==> src/hdl/prc_pkg.sv <==
// Types and constants of the parity replacement cache.
// No dependencies; used by hdl/parity_replacement_cache.sv and hdl/prc_checker.sv.
package prc_pkg;

  localparam int unsigned ENTRIES_DEF = 16;
  localparam int unsigned KEY_W       = 32;
  localparam int unsigned VAL_W       = 32;
  localparam int unsigned S_TDATA_W   = 64;
  localparam int unsigned S_TUSER_W   = 2;
  localparam int unsigned M_TDATA_W   = 104;

  typedef enum logic [1:0] {
    ACT_READ  = 2'd0,
    ACT_PUT   = 2'd1,
    ACT_WRITE = 2'd2
  } action_e;

  typedef enum logic [2:0] {
    ST_IDLE,
    ST_SCAN,
    ST_INSERT,
    ST_EVICT,
    ST_SHIFT,
    ST_LAST,
    ST_DONE
  } state_e;

  typedef struct packed {
    logic [KEY_W-1:0] addr;
    logic [VAL_W-1:0] data;
    logic             clean;
  } entry_t;

  // hit sits in bit 0
  typedef struct packed {
    logic             evicted_clean;
    logic [VAL_W-1:0] evicted_data;
    logic [KEY_W-1:0] evicted_addr;
    logic             evicted;
    logic [VAL_W-1:0] read_data;
    logic             hit;
  } result_t;

  localparam int unsigned ENTRY_W  = $bits(entry_t);
  localparam int unsigned RESULT_W = $bits(result_t);

endpackage

==> src/hdl/prc_ram.sv <==
// Generic single-write, single-read RAM with registered read data.
// No dependencies.
module prc_ram #(
  parameter int unsigned WIDTH = 1,
  parameter int unsigned DEPTH = 2,
  localparam int unsigned AW   = $clog2(DEPTH)
) (
  input  logic             clk_i,
  input  logic             we_i,
  input  logic [AW-1:0]    waddr_i,
  input  logic [WIDTH-1:0] wdata_i,
  input  logic [AW-1:0]    raddr_i,
  output logic [WIDTH-1:0] rdata_o
);

  logic [WIDTH-1:0] mem_q [DEPTH];
  logic [WIDTH-1:0] rdata_q;

  always_ff @(posedge clk_i) begin
    if (we_i) begin
      mem_q[waddr_i] <= wdata_i;
    end
    rdata_q <= mem_q[raddr_i];
  end

  assign rdata_o = rdata_q;

endmodule

==> src/hdl/parity_replacement_cache.sv <==
// Parity replacement cache: fully associative table in insertion order.
// Depends on prc_pkg and prc_ram.
//
//  channel   dir  handshake                  payload
//  s_axis    in   s_axis_tvalid/tready       tuser: action; tdata: addr, data_in
//  m_axis    out  m_axis_tvalid/tready       tdata: hit .. evicted_clean
//
// One item at a time, all table entries in one RAM with one read and one write port.
// Read/write scan one slot a cycle; a put goes straight to insertion, no scan.
// Insertion into a full table: an odd address replaces the last slot; an even
// address evicts slot 0 and shifts the rest down; a write miss scans first.
// Reset empties the table at once (fill count only); a stalled result holds in
// the output register while the next word is already accepted and worked on.
module parity_replacement_cache #(
  parameter int unsigned ENTRIES = prc_pkg::ENTRIES_DEF
) (
  input  logic                           clk_i,
  input  logic                           rst_ni,
  input  logic                           s_axis_tvalid_i,
  output logic                           s_axis_tready_o,
  // [31:0] addr, [63:32] data_in
  input  logic [prc_pkg::S_TDATA_W-1:0]  s_axis_tdata_i,
  // [1:0] action
  input  logic [prc_pkg::S_TUSER_W-1:0]  s_axis_tuser_i,
  output logic                           m_axis_tvalid_o,
  input  logic                           m_axis_tready_i,
  // [0] hit, [32:1] read_data, [33] evicted, [65:34] evicted_addr,
  // [97:66] evicted_data, [98] evicted_clean, [103:99] zero
  output logic [prc_pkg::M_TDATA_W-1:0]  m_axis_tdata_o
);

  import prc_pkg::*;

  localparam int unsigned IW = $clog2(ENTRIES);
  localparam int unsigned CW = $clog2(ENTRIES + 1);
  localparam logic [IW-1:0] LAST_IDX  = IW'(ENTRIES - 1);
  localparam logic [IW-1:0] SHIFT_END = IW'(ENTRIES - 2);

  state_e           state_q, state_d;
  logic [CW-1:0]    fill_q, fill_d;
  logic [IW-1:0]    idx_q, idx_d;
  action_e          act_q, act_d;
  logic [KEY_W-1:0] key_q, key_d;
  logic [VAL_W-1:0] val_q, val_d;
  result_t          res_q, res_d;
  result_t          out_q, out_d;
  logic             out_valid_q, out_valid_d;

  logic             ram_we;
  logic [IW-1:0]    ram_waddr;
  logic [IW-1:0]    ram_raddr;
  entry_t           ram_wdata;
  entry_t           ram_rdata;

  logic    in_fire, out_free, match, last_scan, full;
  action_e in_act;
  entry_t  new_entry;

  assign in_fire   = s_axis_tvalid_i && s_axis_tready_o;
  assign in_act    = action_e'(s_axis_tuser_i);
  assign out_free  = !out_valid_q || m_axis_tready_i;
  assign match     = ram_rdata.addr == key_q;
  assign last_scan = (CW'(idx_q) + CW'(1)) == fill_q;
  assign full      = fill_q == CW'(ENTRIES);
  assign new_entry = '{addr: key_q, data: val_q, clean: act_q == ACT_PUT};

  assign s_axis_tready_o = state_q == ST_IDLE;
  assign m_axis_tvalid_o = out_valid_q;
  assign m_axis_tdata_o  = {(M_TDATA_W - RESULT_W)'(0), out_q};

  prc_ram #(
    .WIDTH(ENTRY_W),
    .DEPTH(ENTRIES)
  ) u_prc_ram (
    .clk_i  (clk_i),
    .we_i   (ram_we),
    .waddr_i(ram_waddr),
    .wdata_i(ram_wdata),
    .raddr_i(ram_raddr),
    .rdata_o(ram_rdata)
  );

  // next state
  always_comb begin
    state_d = state_q;
    case (state_q)
      ST_IDLE: begin
        if (in_fire) begin
          case (in_act)
            ACT_READ:  state_d = (fill_q == '0) ? ST_DONE : ST_SCAN;
            ACT_WRITE: state_d = (fill_q == '0) ? ST_INSERT : ST_SCAN;
            ACT_PUT:   state_d = ST_INSERT;
            default:   state_d = ST_DONE;
          endcase
        end
      end
      ST_SCAN: begin
        if (match) begin
          state_d = ST_DONE;
        end else if (last_scan) begin
          state_d = (act_q == ACT_READ) ? ST_DONE : ST_INSERT;
        end
      end
      ST_INSERT: state_d = full ? ST_EVICT : ST_DONE;
      ST_EVICT:  state_d = key_q[0] ? ST_LAST : ST_SHIFT;
      ST_SHIFT:  state_d = (idx_q == SHIFT_END) ? ST_LAST : ST_SHIFT;
      ST_LAST:   state_d = ST_DONE;
      ST_DONE:   state_d = out_free ? ST_IDLE : ST_DONE;
      default:   state_d = ST_IDLE;
    endcase
  end

  // RAM port control
  always_comb begin
    ram_raddr = idx_q + IW'(1);
    ram_we    = 1'b0;
    ram_waddr = idx_q;
    ram_wdata = new_entry;
    case (state_q)
      ST_IDLE: ram_raddr = '0;
      ST_SCAN: begin
        if (match && act_q == ACT_WRITE) begin
          ram_we    = 1'b1;
          ram_wdata = '{addr: key_q, data: val_q, clean: 1'b0};
        end
      end
      ST_INSERT: begin
        ram_raddr = key_q[0] ? LAST_IDX : '0;
        if (!full) begin
          ram_we    = 1'b1;
          ram_waddr = fill_q[IW-1:0];
        end
      end
      ST_EVICT: ram_raddr = IW'(1);
      ST_SHIFT: begin
        ram_raddr = idx_q + IW'(2);
        ram_we    = 1'b1;
        ram_wdata = ram_rdata;
      end
      ST_LAST: begin
        ram_we    = 1'b1;
        ram_waddr = LAST_IDX;
      end
      default: ram_raddr = '0;
    endcase
  end

  // datapath
  always_comb begin
    fill_d      = fill_q;
    idx_d       = idx_q;
    act_d       = act_q;
    key_d       = key_q;
    val_d       = val_q;
    res_d       = res_q;
    out_d       = out_q;
    out_valid_d = out_valid_q && !m_axis_tready_i;
    case (state_q)
      ST_IDLE: begin
        if (in_fire) begin
          act_d = in_act;
          key_d = s_axis_tdata_i[KEY_W-1:0];
          val_d = s_axis_tdata_i[KEY_W +: VAL_W];
          idx_d = '0;
          res_d = '0;
        end
      end
      ST_SCAN: begin
        if (match) begin
          res_d.hit = 1'b1;
          if (act_q == ACT_READ) begin
            res_d.read_data = ram_rdata.data;
          end
        end else begin
          idx_d = idx_q + IW'(1);
        end
      end
      ST_INSERT: begin
        if (!full) begin
          fill_d = fill_q + CW'(1);
        end
      end
      ST_EVICT: begin
        res_d.evicted       = 1'b1;
        res_d.evicted_addr  = ram_rdata.addr;
        res_d.evicted_data  = ram_rdata.data;
        res_d.evicted_clean = ram_rdata.clean;
        idx_d               = '0;
      end
      ST_SHIFT: idx_d = idx_q + IW'(1);
      ST_DONE: begin
        if (out_free) begin
          out_d       = res_q;
          out_valid_d = 1'b1;
        end
      end
      default: ;
    endcase
  end

  always_ff @(posedge clk_i or negedge rst_ni) begin
    if (!rst_ni) begin
      state_q     <= ST_IDLE;
      fill_q      <= '0;
      out_valid_q <= 1'b0;
    end else begin
      state_q     <= state_d;
      fill_q      <= fill_d;
      out_valid_q <= out_valid_d;
    end
  end

  always_ff @(posedge clk_i) begin
    idx_q <= idx_d;
    act_q <= act_d;
    key_q <= key_d;
    val_q <= val_d;
    res_q <= res_d;
    out_q <= out_d;
  end

endmodule

==> config.mk <==
export PLATFORM = sky130hd
export DESIGN_NAME = parity_replacement_cache
export DESIGN_NICKNAME = d
export VERILOG_FILES = /design/src/hdl/prc_pkg.sv /design/src/hdl/prc_ram.sv /design/src/hdl/parity_replacement_cache.sv
export SDC_FILE = /design/constraint.sdc
export NUM_CORES = 2
export LEC_CHECK = 0
export BUFFER_PORTS_ARGS = -buffer_cell sky130_fd_sc_hd__buf_2
export CORE_UTILIZATION = 44
export CTS_CLUSTER_SIZE = 14
export DETAILED_ROUTE_END_ITERATION = 8
export SYNTH_ARGS = -nofsm -noshare
export SYNTH_HDL_FRONTEND = slang
export SYNTH_SLANG_ARGS = --single-unit
==> constraint.sdc <==
create_clock -name clk_i -period 12.4 [get_ports clk_i]
set_input_delay 1.86 -clock clk_i [delete_from_list [all_inputs] [get_ports clk_i]]
set_output_delay 1.86 -clock clk_i [all_outputs]
set_load 0.02 [all_outputs]
# After elaboration in Yosys (flattened, before gate mapping)
# Memory sizes are Yosys's and may differ from the RTL's. A register that Yosys moved wholly into a read port is not among the register bits.
# Index checks and enable logic that the tools add are counted.
totals:
  regBits: 277
  ram_bits: 1040
  inputBits: 70
  out_inout_bits: 106
  wordCells: 100
  memories: 1
classes:
  n_addsub: 4
  n_eq_ne: 19
  n_mux: 33
  bitwise: 1
  reduce_logical: 23
memory_table:
  columns: ["memory", "depth", "word_bits", "rd", "rd_ports_with_merged_regs", "write_ports", "line", "text"]
  rows:
  - ["u_prc_ram.mem_q", 16, 65, 1, 1, 1, "prc_ram.sv:16", "logic [WIDTH-1:0] mem_q [DEPTH];"]
op_table:
  columns: ["operator", "count"]
  rows:
  - ["case mux 66 bit (2 select lines)", 1]
  - ["case mux 65 bit (2 select lines)", 1]
  - ["2-to-1 mux 99 bit", 1]
  - ["case mux 33 bit (2 select lines)", 1]
  - ["2-to-1 mux 33 bit", 1]
  - ["== test 32 bit", 1]
  - ["2-to-1 mux 32 bit", 1]
  - ["case mux 4 bit (4 select lines)", 2]
  - ["2-to-1 mux 3 bit", 7]
  - ["case mux 3 bit (7 select lines)", 1]
  - ["2-to-1 mux 4 bit", 4]
  - ["AND reduction 2 bit", 5]
  - ["== test 3 bit, second input constant", 3]
  - ["2-to-1 mux 1 bit", 9]
  - ["case mux 3 bit (3 select lines)", 1]
  - ["case mux 4 bit (2 select lines)", 1]
  - ["== test 3 x 2 -> 1 bit, second input constant", 2]
  - ["inequality test 2 bit, second input constant", 3]
  - ["AND reduction 3 bit", 2]
  - ["adder 4 x 1 -> 5 bit, second input constant", 1]
  - ["adder 5 x 1 -> 5 bit, second input constant", 1]
  - ["== test 5 bit", 1]
  - ["== test 5 bit, second input constant", 1]
  - ["zero test 5 bit", 1]
  - ["other kinds (20)", 28]

# Longest topological paths before layout
logic_depth:
  depth_word: 6
  ltp_mapped: 12
  mapped_depth_nobuf: 8

# Hierarchy
# From an unflattened synthesis, not the netlist that was laid out.
unflattened:
  cells_unflattened: 2304
  area_unflattened_um2: 51154.1
by_module_without_submodules:
  columns: ["mod", "n_inst", "cells_each", "area_per_inst_um2", "seq_area_each_um2"]
  rows:
  - ["prc_ram", 1, 1673, 40243.6, 32531.2]
  - ["parity_replacement_cache", 1, 631, 10910.5, 8272.9]

# Worst setup path before layout
# OpenSTA, ideal clock, no wires.
synth_path:
  path_type: "in2reg"
  start: "in m_axis_tready_i"
  end: "reg out_q (netlist bit m_axis_tdata_o[0]), enable pin"
  setup_ns: 0.568
  arrival_ns: 6.384
  required_ns: 11.832
  setup_slack_ns: 5.448
  path_stages: 2
  n_path_buf: 0
  cell_sequence: "nand2b_1 -> nor2b_1"
synth_via:
  elab_chain_cells: 2
synth_lines:
  columns: ["element", "line", "text"]
  rows:
  - ["start, declared", "parity_replacement_cache.sv:26", "input logic m_axis_tready_i,"]
  - ["logical OR 1 bit", "parity_replacement_cache.sv:61", "assign out_free = !out_valid_q || m_axis_tready_i;"]
  - ["AND reduction 2 bit (no line)", null, null]
  - ["end signal, assigned", "parity_replacement_cache.sv:219", "out_q <= out_d;"]
  - ["end, declared", "parity_replacement_cache.sv:46", "result_t out_q, out_d;"]
# Every way passes these cells.
# A chain may end at the register's enable or synchronous reset.

# Worst setup path after layout
layout_path:
  start: "reg key_q[31]"
  end: "mem u_prc_ram.mem_q[0][6] (netlist bit), enable pin"
layout_via:
  elab_chain_cells: 6
layout_lines:
  columns: ["element", "line", "text"]
  rows:
  - ["start, declared", "parity_replacement_cache.sv:43", "logic [KEY_W-1:0] key_q, key_d;"]
  - ["start signal, assigned", "parity_replacement_cache.sv:216", "key_q <= key_d;"]
  - ["== test 32 bit", "parity_replacement_cache.sv:62", "assign match = ram_rdata.addr == key_q;"]
  - ["logical AND 1 bit", "parity_replacement_cache.sv:122", "if (match && act_q == ACT_WRITE) begin"]
  - ["2-to-1 mux 1 bit", "parity_replacement_cache.sv:122", null]
  - ["case mux 1 bit (3 select lines)", "parity_replacement_cache.sv:119", "case (state_q)"]
  - ["2-to-1 mux 1 bit", "prc_ram.sv:20", "if (we_i) begin"]
  - ["2-to-1 mux 1 bit (implied by the code)", "prc_ram.sv:21", "mem_q[waddr_i] <= wdata_i;"]
  - ["end, declared", "prc_ram.sv:16", null]
# Every way passes these cells.

==> results.py <==
metrics = {
    "detailed_routing": {
        "dr_total_vias": 28626,
        "wl_per_cell_um": 25.0,
        "vias_per_cell": 5.62,
        "drt_iter0_drc": 3194,
        "drc": 0,
        "ant_nets": 0,
        "dr.pass1.iters": 6,
        "wirelength_um": 127000,
    },
    "worst_hold_path": {
        "hold_start": "res_q[71]$_SDFFCE_PN0P_",
        "hold_end": "m_axis_tdata_o[71]$_DFFE_PP_",
        "hold_depth": 0,
        "hp-class": "flop to flop",
    },
    "clocking": {
        "clkTransAtPathRegs_ns": 0.06,
        "cts_sinks": 1382,
        "cts_resized": 0,
        "post_cts_buffers": 0,
        "cts-hold-fix-buffers": 0,
        "cts_buffers": 146,
        "ctsHtreeMaxLevel": 4,
        "clk_latency_ns": 0.75,
        "cts_tree": "built",
        "root_buffer": "clkbuf_16",
        "clockBufferDepth": 3,
    },
    "job": {
        "drv_cap": 0,
    },
    "placement": {
        "finalWeightedCongestion": 0.794,
        "portBuffers": 170,
        "hpwl_um": 69700,
    },
    "yosys": {
        "netlist.area_leader.share_pct": 74.7,
        "synth-seq-area-share_pct": 77.6,
        "synth_area_leaders": "edfxtp_1 (75%), nand2_1 (4.8%), mux2i_1 (3.7%)",
        "synthFlopType": "edfxtp_1",
        "ys_seq_elements": 1382,
        "netlist_area_sq_um": 52600,
        "syn-instance-count": 3248,
        "async_flop_share_pct": 0.651,
        "yosysUniqueCellTypes": 59,
        "synth_edf_count": 1308,
        "yosysTopAreaCell": "edfxtp_1",
        "synth_warnings": 0,
        "synth_area_per_cell_sq_um": 16.2,
    },
    "global_routing": {
        "grt_pass1_vias": 27807,
        "grt_max_degree": 151,
        "grt_usage_pct": 21.0,
        "grt_pass1_wl_um": 187000,
        "grt-ovfl-total": 0,
        "antenna_found_initial": 7,
    },
    "cells_and_area": {
        "final_cell_mix": "edfxtp_1 (1,308), nand2_1 (672), mux2i_1 (195)",
        "nets": 3508,
        "layout_commonest_cell": "edfxtp_1",
        "layout-drive-gt1-share_pct": 17.0,
        "nFillCells": 9671,
        "syn_to_final_growth_pct": 14.1,
    },
    "critical_path": {
        "r2r-start": "key_q[31]$_DFFE_PP_",
        "worstSetupPathType": "flop to flop",
        "crit_chain": "xor2_1 > nor4_1 > nand4_1 > nand4bb_1 > o31a_1 > nor3_2 > buf_4 > buf_4",
        "r2r_cells": 8,
        "crit_fanout": 34,
        "r2r_end": "u_prc_ram.mem_q[0][6]$_DFFE_PP_",
        "rrSetupSlack_ns": 7.32,
        "cpPeakStageDelay_ns": 0.87,
        "crit_arrival_ns": 5.43,
        "cp_slowest_cell": "nor4_1",
        "critical_path.startpoint_type": "flop",
        "worstSetupStartpoint": "key_q[31]$_DFFE_PP_",
        "critPathMostFrequentCell": "buf_4",
        "end_kind": "flop",
        "required_ns": 12.76,
    },
    "sta": {
        "worstMarginPinSlew_ns": 1.28,
        "period_needed_ns": 5.08,
        "final-setup-viol-count": 0,
        "rsz0062_at_grt": "false",
        "finalCritPeriodShare_pct": 40.9,
        "maxSlewHeadroom_pct": 14.1,
        "slew_violations": 0,
        "fin_setup_tns_ns": 0,
        "fmax_ghz": 0.197,
        "holdWs_ns": 0.398,
        "hold_viol": 0,
        "fin_skew_ns": 0.0299,
    },
    "floorplan": {
        "die-area_sq_um": 121000,
        "die_x_um": 348,
        "die_y_um": 348,
        "core-area_sq_um": 118000,
        "rows": 126,
        "num_io_pins": 176,
        "initial_core_util_pct": 44.5,
    },
    "pwr": {
        "vdd.ir_drop.worst_mv": 0.406,
        "power.density_nw_per_um2": 293,
        "p_leak_nw": 20.4,
    },
    "outcome": {
        "status": "completed",
    },
}
[stage by stage]
step           total power [mW]  instances  setup WS [ns]  instance area (sq um)  util, %
2_1_floorplan              11.2       3252           5.45                  52600        -
3_5_place_dp               13.3       4821           7.31                  55100     46.6
4_1_cts                    17.7       5092           7.29                  60000     50.7
3_3_place_gp               13.2       4821           7.43                  55100     46.6
6_report                   17.6       5093           7.32                  60000     50.7
5_1_grt                    18.3       5092           7.05                  60000     50.7
[cell families (layout without fill, tap and decap cells)]
logic type,Yosys count,in the layout,synth area share [%]
muxes,260,260,5.11
adders and majority gates,5,5,0.119
xor gates and xnor gates,45,45,0.750
DFF,1382,1382,77.6
AOI/OAI and AO/OA,294,294,5.53
other,1,6,0.00713
and+or+nand+nor,1055,1055,8.98
buffers and inverters,206,510,1.88
[layout make-up]
| class | count | area [sq um] | share of cell area, % |
|---|---|---|---|
| flip-flops and latches | 1382 | 40800 | 68.0 |
| multi-input cells | 1664 | 11000 | 18.4 |
| clock buffers | 207 | 4080 | 6.80 |
| well taps | 1536 | 1920 | 3.20 |
| repair buffers | 232 | 1350 | 2.26 |
| clock inverters | 64 | 766 | 1.28 |
| inverters | 7 | 28.8 | 0.0480 |
| diodes | 1 | 2.50 | 0.00417 |
[power by group]
group	leakage [nW]	internal [mW]	switching, mW
logic	5.45	1.82	4.31
registers	12.6	6.68	0.349
clock network	2.36	2.62	1.78
total	20.4	11.1	6.43
[cell usage after synthesis (13+ instances only)]
cell,count
dfxtp_1,65
nand3_1,133
mux2_2,65
xor2_1,26
buf_4,13
mux2i_1,195
o31ai_2,63
a32o_1,130
buf_1,21
nor3_1,22
nand2_1,672
xnor2_1,19
nand4_1,70
nor2_1,28
clkbuf_1,93
a32oi_1,65
buf_2,58
edfxtp_1,1308
and2_1,98
[worst max-delay path by stage]
stage               depth (start not counted)                               end  slack [ns]
finish                                      8   u_prc_ram.mem_q[0][6]$_DFFE_PP_        7.32
global route                                8   u_prc_ram.mem_q[2][5]$_DFFE_PP_        7.05
CTS                                         8  u_prc_ram.mem_q[0][43]$_DFFE_PP_        7.29
detailed placement                          8  u_prc_ram.mem_q[0][46]$_DFFE_PP_        7.31
global placement                            8  u_prc_ram.mem_q[0][52]$_DFFE_PP_        7.43
floorplan                                   2       m_axis_tdata_o[0]$_DFFE_PP_        5.45
[flip-flops by register name (all words and copies together) (netlist names)]
name               cells
act_q                  2
fill_q                 5
idx_q                  4
key_q                 32
m_axis_tdata_o        99
m_axis_tvalid_o        1
res_q                 99
state_q                3
u_prc_ram.mem_q     1040
u_prc_ram.rdata_o     65
val_q                 32
[layer usage]
layer | wire length (um) | GRT usage (%) | vias to the layer above | share of wire (%)
li1 | - | - | 12797 | -
met1 | 57100 | 30.8 | 14620 | 45
met2 | 58600 | 32.3 | 1040 | 46
met3 | 9180 | 3.71 | 169 | 7.2
met4 | 2630 | 5.93 | 0 | 2.1
met5 | 0 | 0 | - | 0
[critical path, delay by kind of cell (launching register included)]
family                    cells  cell delay [ns]
xor gates and xnor gates      1             0.20
AOI/OAI and AO/OA             1             0.80
and+or+nand+nor               4             2.09
DFF                           1             0.39
buffers and inverters         2             1.15
Power figures use the tool's default switching activity.
